File: config.mk
export PLATFORM = sky130hd
export DESIGN_NAME = nmea_rmc_sentence_parser
export DESIGN_NICKNAME = d
export VERILOG_FILES = /design/src/hw/rtl/nrmc_pkg.sv /design/src/hw/rtl/nrmc_field_acc.sv /design/src/hw/rtl/nmea_rmc_sentence_parser.sv
export SDC_FILE = /design/constraint.sdc
export NUM_CORES = 2
export LEC_CHECK = 0
export BUFFER_PORTS_ARGS = -buffer_cell sky130_fd_sc_hd__buf_4
export CAP_MARGIN = 0
export CORE_MARGIN = 4
export CORE_UTILIZATION = 40
export CTS_BUF_LIST = sky130_fd_sc_hd__clkbuf_8
export CTS_CLUSTER_DIAMETER = 150
export DETAILED_ROUTE_END_ITERATION = 10
export PLACE_DENSITY = 0.67
export SYNTH_ARGS = -nofsm -noshare
export SYNTH_HDL_FRONTEND = slang
export SYNTH_SLANG_ARGS = --single-unit
File: constraint.sdc
create_clock -name clock -period 18.9 [get_ports clock]
set_input_delay 2.835 -clock clock [delete_from_list [all_inputs] [get_ports clock]]
set_output_delay 2.835 -clock clock [all_outputs]
set_load 0.02 [all_outputs]
File: src/hw/rtl/nrmc_pkg.sv
// ----------------------------------------------------------------------------
// nrmc_pkg
// Shared constants, types and the field layout table of the RMC sentence
// parser.
// ----------------------------------------------------------------------------
package nrmc_pkg;

   // Default number of characters kept per field.
   localparam int FIELD_CHARS_DEFAULT = 14;

   // Characters with a meaning of their own.
   localparam logic [7:0] CHAR_DOLLAR = 8'h24;
   localparam logic [7:0] CHAR_COMMA  = 8'h2C;
   localparam logic [7:0] CHAR_DOT    = 8'h2E;
   localparam logic [7:0] CHAR_ZERO   = 8'h30;
   localparam logic [7:0] CHAR_NINE   = 8'h39;

   // Field numbers within the sentence.
   localparam logic [3:0] FIELD_TIME     = 4'd1;
   localparam logic [3:0] FIELD_STATUS   = 4'd2;
   localparam logic [3:0] FIELD_LAT      = 4'd3;
   localparam logic [3:0] FIELD_LAT_HEMI = 4'd4;
   localparam logic [3:0] FIELD_LON      = 4'd5;
   localparam logic [3:0] FIELD_LON_HEMI = 4'd6;
   localparam logic [3:0] FIELD_SPEED    = 4'd7;
   localparam logic [3:0] FIELD_DATE     = 4'd9;
   localparam logic [3:0] FIELD_MAX      = 4'd15;

   // Digit slices tracked per field.
   localparam int NUM_SLICES = 4;
   localparam int SLICE_W    = 14;

   // Scaling constants for the minute fraction and the speed.
   localparam logic [27:0] MM_WEIGHT    = 28'd1666666;
   localparam logic [27:0] FR_WEIGHT    = 28'd166;
   localparam logic [25:0] IP_SAT_LIMIT = 26'd4294968;
   localparam logic [32:0] MILLI_SCALE  = 33'd1000;
   localparam logic [31:0] SPEED_MAX    = 32'hFFFF_FFFF;

   // Character position range [lo, hi) of each slice.
   typedef struct packed {
      logic [NUM_SLICES-1:0][3:0] lo;
      logic [NUM_SLICES-1:0][3:0] hi;
   } slice_map_type;

   // Control from the sentence sequencer to the field accumulator.
   typedef struct packed {
      logic       store;
      logic       clear;
      logic [7:0] ch;
      logic [3:0] field;
   } acc_ctrl_type;

   // Everything the field accumulator has gathered for the current field.
   typedef struct packed {
      logic [7:0]                         first_char;
      logic [NUM_SLICES-1:0][SLICE_W-1:0] slice;
      logic [27:0]                        mm_q;
      logic [1:0]                         mm_r;
      logic [27:0]                        fr_q;
      logic [1:0]                         fr_r;
      logic [22:0]                        ip;
      logic                               ip_big;
      logic [9:0]                         fp;
   } acc_values_type;

   // Slice layout of each field; fields without slices get empty ranges.
   function automatic slice_map_type slice_map(input logic [3:0] field);
      slice_map_type m;
      m = '0;
      unique case (field)
         FIELD_TIME: begin
            m.lo[0] = 4'd0; m.hi[0] = 4'd2;
            m.lo[1] = 4'd2; m.hi[1] = 4'd4;
            m.lo[2] = 4'd4; m.hi[2] = 4'd6;
            m.lo[3] = 4'd7; m.hi[3] = 4'd10;
         end
         FIELD_LAT: begin
            m.lo[0] = 4'd0; m.hi[0] = 4'd2;
            m.lo[1] = 4'd2; m.hi[1] = 4'd4;
            m.lo[3] = 4'd5; m.hi[3] = 4'd9;
         end
         FIELD_LON: begin
            m.lo[0] = 4'd0; m.hi[0] = 4'd3;
            m.lo[1] = 4'd3; m.hi[1] = 4'd5;
            m.lo[3] = 4'd6; m.hi[3] = 4'd10;
         end
         FIELD_DATE: begin
            m.lo[0] = 4'd0; m.hi[0] = 4'd2;
            m.lo[1] = 4'd2; m.hi[1] = 4'd4;
            m.lo[2] = 4'd4; m.hi[2] = 4'd6;
         end
         default: m = '0;
      endcase
      return m;
   endfunction

endpackage

File: src/hw/rtl/nrmc_field_acc.sv
// ----------------------------------------------------------------------------
// nrmc_field_acc
// Accumulates one field character by character: the digit slices, the
// minute fraction as quotient and remainder by three, and the speed.
// ----------------------------------------------------------------------------
module nrmc_field_acc #(
   parameter int FIELD_CHARS = nrmc_pkg::FIELD_CHARS_DEFAULT
) (
   input  logic                     clock,
   input  logic                     reset,
   input  nrmc_pkg::acc_ctrl_type   ctrl,
   output nrmc_pkg::acc_values_type values
);

   localparam int CPOS_W = $clog2(FIELD_CHARS + 1);

   logic [CPOS_W-1:0]                 pos_ff, pos_in;
   nrmc_pkg::acc_values_type          val_ff, val_in;
   logic [nrmc_pkg::NUM_SLICES-1:0]   live_ff, live_in;
   logic                              int_live_ff, int_live_in;
   logic                              frac_on_ff, frac_on_in;
   logic [1:0]                        frac_k_ff, frac_k_in;
   logic                              frac_live_ff, frac_live_in;

   nrmc_pkg::slice_map_type           map;
   logic [nrmc_pkg::NUM_SLICES-1:0]   take;
   logic                              upd;
   logic                              dig;
   logic [3:0]                        d;
   logic [25:0]                       ip_next;
   logic [9:0]                        frac_add;
   logic [29:0]                       mm_step;
   logic [29:0]                       fr_step;

   // Quotient by three of a value below 39, by reciprocal multiply.
   function automatic logic [3:0] div3_small(input logic [5:0] u);
      logic [11:0] p;
      p = 12'(u) * 12'd43;
      return p[10:7];
   endfunction

   // One decimal digit into v * (3 * weight + 2), kept as quotient q and
   // remainder r by three; every digit weight is congruent to two modulo three.
   function automatic logic [29:0] third_step(input logic [27:0] q, input logic [1:0] r,
                                              input logic [3:0] dd, input logic [27:0] weight);
      logic [5:0]  u;
      logic [3:0]  qs;
      logic [27:0] qn;
      logic [5:0]  rn;
      u  = 6'(r) * 6'd10 + 6'(dd) * 6'd2;
      qs = div3_small(u);
      qn = 28'(q * 28'd10) + 28'(28'(dd) * weight) + 28'(qs);
      rn = u - 6'(qs) * 6'd3;
      return {qn, rn[1:0]};
   endfunction

   // Character update.
   always_comb begin
      map          = nrmc_pkg::slice_map(ctrl.field);
      dig          = (ctrl.ch >= nrmc_pkg::CHAR_ZERO) && (ctrl.ch <= nrmc_pkg::CHAR_NINE);
      d            = 4'(ctrl.ch - nrmc_pkg::CHAR_ZERO);
      upd          = ctrl.store && (pos_ff < CPOS_W'(FIELD_CHARS));
      pos_in       = pos_ff;
      val_in       = val_ff;
      live_in      = live_ff;
      int_live_in  = int_live_ff;
      frac_on_in   = frac_on_ff;
      frac_k_in    = frac_k_ff;
      frac_live_in = frac_live_ff;
      take         = '0;
      ip_next      = 26'(val_ff.ip) * 26'd10 + 26'(d);
      mm_step      = third_step(val_ff.mm_q, val_ff.mm_r, d, nrmc_pkg::MM_WEIGHT);
      fr_step      = third_step(val_ff.fr_q, val_ff.fr_r, d, nrmc_pkg::FR_WEIGHT);
      case (frac_k_ff)
         2'd0:    frac_add = 10'(d) * 10'd100;
         2'd1:    frac_add = 10'(d) * 10'd10;
         default: frac_add = 10'(d);
      endcase

      if (upd) begin
         pos_in = pos_ff + CPOS_W'(1);
         if (pos_ff == '0) begin
            val_in.first_char = ctrl.ch;
         end

         // Leading-digit slices: a non-digit ends the slice value.
         for (int k = 0; k < nrmc_pkg::NUM_SLICES; k++) begin
            if ((pos_ff >= CPOS_W'(map.lo[k])) && (pos_ff < CPOS_W'(map.hi[k]))) begin
               if (live_ff[k] && dig) begin
                  take[k]         = 1'b1;
                  val_in.slice[k] = nrmc_pkg::SLICE_W'(val_ff.slice[k] *
                                    nrmc_pkg::SLICE_W'(10)) + nrmc_pkg::SLICE_W'(d);
               end else begin
                  live_in[k] = 1'b0;
               end
            end
         end

         // Minutes and minute fraction feed the degree fraction.
         if (take[1]) begin
            val_in.mm_q = mm_step[29:2];
            val_in.mm_r = mm_step[1:0];
         end
         if (take[3]) begin
            val_in.fr_q = fr_step[29:2];
            val_in.fr_r = fr_step[1:0];
         end

         // Speed: integer digits, then up to three digits after a dot.
         if (int_live_ff) begin
            if (dig) begin
               if (val_ff.ip_big || (ip_next >= nrmc_pkg::IP_SAT_LIMIT)) begin
                  val_in.ip_big = 1'b1;
               end else begin
                  val_in.ip = ip_next[22:0];
               end
            end else begin
               int_live_in = 1'b0;
               frac_on_in  = (ctrl.ch == nrmc_pkg::CHAR_DOT);
            end
         end else if (frac_on_ff && (frac_k_ff != 2'd3)) begin
            if (frac_live_ff && dig) begin
               val_in.fp = val_ff.fp + frac_add;
            end else begin
               frac_live_in = 1'b0;
            end
            frac_k_in = frac_k_ff + 2'd1;
         end
      end

      values = val_in;
   end

   // Field registers, emptied on reset and when the field closes.
   always_ff @(posedge clock) begin
      if (reset || ctrl.clear) begin
         pos_ff       <= '0;
         val_ff       <= '0;
         live_ff      <= '1;
         int_live_ff  <= 1'b1;
         frac_on_ff   <= 1'b0;
         frac_k_ff    <= 2'd0;
         frac_live_ff <= 1'b1;
      end else begin
         pos_ff       <= pos_in;
         val_ff       <= val_in;
         live_ff      <= live_in;
         int_live_ff  <= int_live_in;
         frac_on_ff   <= frac_on_in;
         frac_k_ff    <= frac_k_in;
         frac_live_ff <= frac_live_in;
      end
   end

endmodule

File: src/hw/rtl/nmea_rmc_sentence_parser.sv
// ----------------------------------------------------------------------------
// nmea_rmc_sentence_parser
// Order: an accepted final byte waits in the input register, then loads the
// result register.
// Throughput: one byte per cycle; the final byte of a sentence waits in the
// input register only while the previous result has not been taken.
// Reset clears the control state and all held sentence values; there is no
// clearing pass.
// ----------------------------------------------------------------------------
module nmea_rmc_sentence_parser #(
   parameter int FIELD_CHARS = nrmc_pkg::FIELD_CHARS_DEFAULT
) (
   input  logic        clock,
   input  logic        reset,
   input  logic        req_valid,
   output logic        req_ready,
   input  logic [7:0]  req_rx_byte,
   input  logic        req_end_of_sentence,
   output logic        rsp_valid,
   input  logic        rsp_ready,
   output logic        rsp_sentence_ok,
   output logic [30:0] rsp_utc_time,
   output logic [20:0] rsp_utc_date,
   output logic [7:0]  rsp_fix_status,
   output logic [6:0]  rsp_lat_degrees,
   output logic [27:0] rsp_lat_fraction,
   output logic [7:0]  rsp_lat_hemisphere,
   output logic [9:0]  rsp_lon_degrees,
   output logic [27:0] rsp_lon_fraction,
   output logic [7:0]  rsp_lon_hemisphere,
   output logic [31:0] rsp_speed_milliknots
);

   // Input register.
   logic        in_valid_ff, in_valid_in;
   logic [7:0]  in_char_ff, in_char_in;
   logic        in_eos_ff, in_eos_in;

   // Sentence state.
   logic [3:0]  field_ff, field_in;
   logic        start_ff, start_in;
   logic        reject_ff, reject_in;
   logic [30:0] time_ff, time_in;
   logic [20:0] date_ff, date_in;
   logic [7:0]  status_ff, status_in;
   logic [6:0]  lat_deg_ff, lat_deg_in;
   logic [27:0] lat_frac_ff, lat_frac_in;
   logic [7:0]  lat_hemi_ff, lat_hemi_in;
   logic [9:0]  lon_deg_ff, lon_deg_in;
   logic [27:0] lon_frac_ff, lon_frac_in;
   logic [7:0]  lon_hemi_ff, lon_hemi_in;
   logic [31:0] speed_ff, speed_in;

   // Result register.
   logic        rsp_valid_ff, rsp_valid_in;
   logic        rsp_ok_ff, rsp_ok_in;
   logic [30:0] rsp_time_ff, rsp_time_in;
   logic [20:0] rsp_date_ff, rsp_date_in;
   logic [7:0]  rsp_status_ff, rsp_status_in;
   logic [6:0]  rsp_lat_deg_ff, rsp_lat_deg_in;
   logic [27:0] rsp_lat_frac_ff, rsp_lat_frac_in;
   logic [7:0]  rsp_lat_hemi_ff, rsp_lat_hemi_in;
   logic [9:0]  rsp_lon_deg_ff, rsp_lon_deg_in;
   logic [27:0] rsp_lon_frac_ff, rsp_lon_frac_in;
   logic [7:0]  rsp_lon_hemi_ff, rsp_lon_hemi_in;
   logic [31:0] rsp_speed_ff, rsp_speed_in;

   logic                      req_fire;
   logic                      consume;
   logic                      is_comma;
   logic                      close;
   logic                      rejected_now;
   nrmc_pkg::acc_ctrl_type    acc_ctrl;
   nrmc_pkg::acc_values_type  vals;

   // Degree fraction: the two partial quotients plus the carry of their
   // remainders.
   function automatic logic [27:0] coord_fraction(input nrmc_pkg::acc_values_type v);
      logic [2:0] rsum;
      rsum = 3'(v.mm_r) + 3'(v.fr_r);
      return v.mm_q + v.fr_q + 28'(rsum >= 3'd3);
   endfunction

   // Speed in thousandths of a knot, saturating.
   function automatic logic [31:0] speed_scale(input nrmc_pkg::acc_values_type v);
      logic [32:0] sum;
      sum = 33'(v.ip) * nrmc_pkg::MILLI_SCALE + 33'(v.fp);
      if (v.ip_big || sum[32]) begin
         return nrmc_pkg::SPEED_MAX;
      end
      return sum[31:0];
   endfunction

   nrmc_field_acc #(
      .FIELD_CHARS(FIELD_CHARS)
   ) u_field_acc (
      .clock (clock),
      .reset (reset),
      .ctrl  (acc_ctrl),
      .values(vals)
   );

   // Handshake: only a final byte waits for the result register.
   always_comb begin
      req_fire    = req_valid && req_ready;
      consume     = in_valid_ff && (!in_eos_ff || !rsp_valid_ff || rsp_ready);
      req_ready   = !in_valid_ff || consume;
      in_valid_in = req_fire || (in_valid_ff && !consume);
      in_char_in  = req_fire ? req_rx_byte : in_char_ff;
      in_eos_in   = req_fire ? req_end_of_sentence : in_eos_ff;
   end

   // Field sequencing and closing.
   always_comb begin
      is_comma     = (in_char_ff == nrmc_pkg::CHAR_COMMA);
      close        = is_comma || in_eos_ff;
      rejected_now = start_ff ? (in_char_ff != nrmc_pkg::CHAR_DOLLAR) : reject_ff;

      acc_ctrl.store = consume && !is_comma;
      acc_ctrl.clear = consume && close;
      acc_ctrl.ch    = in_char_ff;
      acc_ctrl.field = field_ff;

      field_in    = field_ff;
      start_in    = start_ff;
      reject_in   = reject_ff;
      time_in     = time_ff;
      date_in     = date_ff;
      status_in   = status_ff;
      lat_deg_in  = lat_deg_ff;
      lat_frac_in = lat_frac_ff;
      lat_hemi_in = lat_hemi_ff;
      lon_deg_in  = lon_deg_ff;
      lon_frac_in = lon_frac_ff;
      lon_hemi_in = lon_hemi_ff;
      speed_in    = speed_ff;

      if (consume) begin
         // A closing field updates its held value unless the sentence was rejected.
         if (close && !rejected_now) begin
            unique case (field_ff)
               nrmc_pkg::FIELD_TIME: begin
                  time_in = {vals.slice[0][6:0], vals.slice[1][6:0],
                             vals.slice[2][6:0], vals.slice[3][9:0]};
               end
               nrmc_pkg::FIELD_STATUS: status_in = vals.first_char;
               nrmc_pkg::FIELD_LAT: begin
                  if (vals.first_char == '0) begin
                     lat_deg_in  = '0;
                     lat_frac_in = '0;
                  end else begin
                     lat_deg_in  = vals.slice[0][6:0];
                     lat_frac_in = coord_fraction(vals);
                  end
               end
               nrmc_pkg::FIELD_LAT_HEMI: lat_hemi_in = vals.first_char;
               nrmc_pkg::FIELD_LON: begin
                  if (vals.first_char == '0) begin
                     lon_deg_in  = '0;
                     lon_frac_in = '0;
                  end else begin
                     lon_deg_in  = vals.slice[0][9:0];
                     lon_frac_in = coord_fraction(vals);
                  end
               end
               nrmc_pkg::FIELD_LON_HEMI: lon_hemi_in = vals.first_char;
               nrmc_pkg::FIELD_SPEED: speed_in = speed_scale(vals);
               nrmc_pkg::FIELD_DATE: begin
                  date_in = {vals.slice[0][6:0], vals.slice[1][6:0], vals.slice[2][6:0]};
               end
               default: begin
               end
            endcase
         end

         // Field count saturates; the final byte rearms for a new sentence.
         if (in_eos_ff) begin
            field_in  = '0;
            start_in  = 1'b1;
            reject_in = 1'b0;
         end else begin
            start_in  = 1'b0;
            reject_in = rejected_now;
            if (close && (field_ff != nrmc_pkg::FIELD_MAX)) begin
               field_in = field_ff + 4'd1;
            end
         end
      end
   end

   // Result register loads the held values as they stand after the final byte.
   always_comb begin
      rsp_valid_in    = rsp_valid_ff && !rsp_ready;
      rsp_ok_in       = rsp_ok_ff;
      rsp_time_in     = rsp_time_ff;
      rsp_date_in     = rsp_date_ff;
      rsp_status_in   = rsp_status_ff;
      rsp_lat_deg_in  = rsp_lat_deg_ff;
      rsp_lat_frac_in = rsp_lat_frac_ff;
      rsp_lat_hemi_in = rsp_lat_hemi_ff;
      rsp_lon_deg_in  = rsp_lon_deg_ff;
      rsp_lon_frac_in = rsp_lon_frac_ff;
      rsp_lon_hemi_in = rsp_lon_hemi_ff;
      rsp_speed_in    = rsp_speed_ff;
      if (consume && in_eos_ff) begin
         rsp_valid_in    = 1'b1;
         rsp_ok_in       = !rejected_now;
         rsp_time_in     = time_in;
         rsp_date_in     = date_in;
         rsp_status_in   = status_in;
         rsp_lat_deg_in  = lat_deg_in;
         rsp_lat_frac_in = lat_frac_in;
         rsp_lat_hemi_in = lat_hemi_in;
         rsp_lon_deg_in  = lon_deg_in;
         rsp_lon_frac_in = lon_frac_in;
         rsp_lon_hemi_in = lon_hemi_in;
         rsp_speed_in    = speed_in;
      end
   end

   // Control and held-value registers.
   always_ff @(posedge clock) begin
      if (reset) begin
         in_valid_ff  <= 1'b0;
         rsp_valid_ff <= 1'b0;
         field_ff     <= '0;
         start_ff     <= 1'b1;
         reject_ff    <= 1'b0;
         time_ff      <= '0;
         date_ff      <= '0;
         status_ff    <= '0;
         lat_deg_ff   <= '0;
         lat_frac_ff  <= '0;
         lat_hemi_ff  <= '0;
         lon_deg_ff   <= '0;
         lon_frac_ff  <= '0;
         lon_hemi_ff  <= '0;
         speed_ff     <= '0;
      end else begin
         in_valid_ff  <= in_valid_in;
         rsp_valid_ff <= rsp_valid_in;
         field_ff     <= field_in;
         start_ff     <= start_in;
         reject_ff    <= reject_in;
         time_ff      <= time_in;
         date_ff      <= date_in;
         status_ff    <= status_in;
         lat_deg_ff   <= lat_deg_in;
         lat_frac_ff  <= lat_frac_in;
         lat_hemi_ff  <= lat_hemi_in;
         lon_deg_ff   <= lon_deg_in;
         lon_frac_ff  <= lon_frac_in;
         lon_hemi_ff  <= lon_hemi_in;
         speed_ff     <= speed_in;
      end
   end

   // Payload registers.
   always_ff @(posedge clock) begin
      in_char_ff      <= in_char_in;
      in_eos_ff       <= in_eos_in;
      rsp_ok_ff       <= rsp_ok_in;
      rsp_time_ff     <= rsp_time_in;
      rsp_date_ff     <= rsp_date_in;
      rsp_status_ff   <= rsp_status_in;
      rsp_lat_deg_ff  <= rsp_lat_deg_in;
      rsp_lat_frac_ff <= rsp_lat_frac_in;
      rsp_lat_hemi_ff <= rsp_lat_hemi_in;
      rsp_lon_deg_ff  <= rsp_lon_deg_in;
      rsp_lon_frac_ff <= rsp_lon_frac_in;
      rsp_lon_hemi_ff <= rsp_lon_hemi_in;
      rsp_speed_ff    <= rsp_speed_in;
   end

   assign rsp_valid            = rsp_valid_ff;
   assign rsp_sentence_ok      = rsp_ok_ff;
   assign rsp_utc_time         = rsp_time_ff;
   assign rsp_utc_date         = rsp_date_ff;
   assign rsp_fix_status       = rsp_status_ff;
   assign rsp_lat_degrees      = rsp_lat_deg_ff;
   assign rsp_lat_fraction     = rsp_lat_frac_ff;
   assign rsp_lat_hemisphere   = rsp_lat_hemi_ff;
   assign rsp_lon_degrees      = rsp_lon_deg_ff;
   assign rsp_lon_fraction     = rsp_lon_frac_ff;
   assign rsp_lon_hemisphere   = rsp_lon_hemi_ff;
   assign rsp_speed_milliknots = rsp_speed_ff;

endmodule

==> impl_metrics.tcl <==
set metrics [dict create \
    clkLatencyLatePin_ns 0.71 \
    cts_hold_buf 0 \
    cts_resized 0 \
    dieHeight_um 314 \
    multi_input_area_mm2 0.0233 \
    wire_per_inst_um 16.3 \
    criticalPathCategory "in2reg" \
    initial_core_util 0.405 \
    regArea_mm2 0.0125 \
    crit_slowest_cell "a311oi_1" \
    setup_tns_ns 0 \
    syn_inst 4051 \
    postRouteAntennaNets 0 \
    vias 29000 \
    clk_pin_slew_ns 0.06 \
    status "complete, no violations" \
    worst_ep_arrival_time_ns 12.71 \
    setup_viol 0 \
    final_cell_mix "469 x ha_1, 401 x nand2_1, 338 x dfxtp_1, 304 x inv_1, 278 x nor2_1" \
    async_flop_share 0 \
    port_buffers 196 \
    synth_top_cell_by_area "dfxtp_1" \
    die_w_um 314 \
    tightestPinTransition_ns 1.19 \
    htree_levels 3 \
    place_hpwl_um 69000 \
    fin_crit_sh 0.653 \
    rsz0062_at_grt "false" \
    end_kind "flip-flop" \
    wirelength_um 90400 \
    synth-seq-area-share 0.335 \
    syn_nets 4651 \
    drv_cap 0 \
    gr-total-overflow 0 \
    post_cts_buffers 0 \
    track_usage 0.181 \
    grt_max_degree 185 \
    area_delta_synth_final_pct 12.0 \
    syn_avg_cell_area_um2 9.22 \
    synth-edff-count 191 \
    p_per_area_mw_per_mm2 59.6 \
    power_mw 2.50 \
    cp-start-kind "primary input" \
    max_stage_delay_ns 0.77 \
    grt_pass1_wl_um 147000 \
    rows 111 \
    synth_cell_types 98 \
    clock-skew-final_ns 0.0614 \
    synth_seq_cells 529 \
    leakagePower_nw 18.6 \
    clockBufferDepth 3 \
    die-area_mm2 0.0984 \
    max-vdd-ir-drop_mv 0.0420 \
    drv_slew 0 \
    core_mm2 0.0922 \
    synth_flop_cell "dfxtp_1" \
    fillers 8918 \
    first_iter_violations 1987 \
    synthTopCellsByArea "dfxtp_1 18%, ha_1 16%, edfxtp_1 15%" \
    cts_made_buffers 85 \
    cts_tree "built" \
    cpMostUsedCell "nand2_1" \
    via_per_inst 5.23 \
    clock.fmax_mhz 81.0 \
    hold_class "reg2reg" \
    drive_above_1_share 0.0989 \
    grt_pass1_vias 27900 \
    firstDrtPassIters 5 \
    antenna_found_initial 0 \
    placed_cell_area_mm2 0.0401 \
    root_buffer "clkbuf_8" \
    period_minus_slack_ns 12.34 \
    critPathRequiredTime_ns 19.27 \
    yosysWarnings 0 \
    place_congestion 0.873 \
    max_slew_margin 0.203 \
    holdWs_ns 0.458 \
    hold_viol_final 0 \
    numClockSinks 529 \
    cp_max_fo 64 \
    synth_area_mm2 0.0374 \
    nNetsFinal 4828 \
    fin_area_mm2 0.0419 \
    ioPinCount 197 \
    mostFrequentLayoutCell "ha_1" \
    drc 0 \
    synth_top_area_share 0.181 \
]
-- cells by family (layout without fill, tap and decap cells) --
logic type,count (synthesis),count (layout),synth area share
xor gates and xnor gates,260,260,0.0613
muxes,56,56,0.0157
AOI/OAI and AO/OA,923,923,0.156
adders and majority gates,587,587,0.220
other,0,2,0
buffers and inverters,414,660,0.0430
and+or+nand+nor,1282,1282,0.169
DFF,529,529,0.335
-- cell type report --
type / instances / area share
multi-input combinational: 3108 / 0.557
sequential: 529 / 0.299
timing repair buffer: 224 / 0.0406
tap: 1243 / 0.0372
clock buffer: 104 / 0.0342
inverter: 280 / 0.0251
clock inverter: 52 / 0.00700
antenna: 2 / 0.000120
-- final timing paths --
kind / startpoint / end / slack, ns / depth (start not counted)
worst max-delay path: rsp_ready / rsp_speed_milliknots[11]$_DFFE_PP_ / 6.56 / 34
worst min-delay path: lat_frac_ff[19]$_SDFF_PP0_ / lat_frac_ff[19]$_SDFF_PP0_ / 0.46 / 2
worst max register to register: u_field_acc.val_ff[12]$_SDFF_PP0_ / rsp_speed_milliknots[11]$_DFFE_PP_ / 7.05 / 39
worst min register to register: lat_frac_ff[19]$_SDFF_PP0_ / lat_frac_ff[19]$_SDFF_PP0_ / 0.46 / 2
-- worst max-delay path, delay by kind of cell --
family	cells	cell delay, ns
buffers and inverters	5	1.00
adders and majority gates	5	2.01
and+or+nand+nor	11	2.43
xor gates and xnor gates	1	0.21
AOI/OAI and AO/OA	12	4.11
-- layer usage --
| metal | part of all wire | vias to the layer above | routed length (um) | GRT usage |
|---|---|---|---|---|
| li1 | - | 14600 | - | - |
| met1 | 0.47 | 13800 | 42100 | 0.245 |
| met2 | 0.48 | 547 | 43000 | 0.309 |
| met3 | 0.042 | 100 | 3820 | 0.0228 |
| met4 | 0.017 | 0 | 1510 | 0.0397 |
| met5 | 0 | - | 0 | 0 |
-- per-stage QoR --
| step | instances | setup slack (ns) | utilization |
|---|---|---|---|
| after floorplan | 4051 | 7.39 | - |
| after global placement | 5384 | 6.24 | 0.435 |
| after detailed placement | 5384 | 6.02 | 0.435 |
| after CTS | 5540 | 6.69 | 0.454 |
| after global routing | 5540 | 5.58 | 0.454 |
| final | 5542 | 6.56 | 0.454 |
-- where the power goes --
group / internal, mW / switching [mW]
logic: 0.112 / 0.191
clock network: 0.518 / 0.479
registers: 1.19 / 0.00728
-- synthesized netlist by cell type (16+ instances only) --
cell type / number
ha_1: 469
nand2_1: 401
dfxtp_1: 338
inv_1: 280
nor2_1: 279
a21oi_1: 264
o21ai_0: 222
edfxtp_1: 191
nor2b_1: 177
xnor2_1: 174
fa_1: 118
clkbuf_1: 117
and2_1: 113
xor2_1: 85
a21o_1: 80
nand3_1: 76
nor3_1: 64
a211oi_1: 62
o21a_1: 42
o21bai_1: 39
mux2i_1: 35
a31oi_1: 33
o31ai_1: 28
nand2b_1: 27
and3_1: 22
o211ai_1: 21
mux2_2: 20
nand4_1: 20
nor3b_1: 16
or3_1: 16
-- flip-flops by register name, summed over array words and instances (netlist names), 21 cells and up --
name                  flops
lon_frac_ff              28
rsp_lon_fraction         28
speed_ff                 32
lat_frac_ff              28
rsp_utc_time             31
rsp_utc_date             21
rsp_lat_fraction         28
time_ff                  31
rsp_speed_milliknots     32
date_ff                  21
u_field_acc.val_ff      136
(Power assumes the default switching activity.)
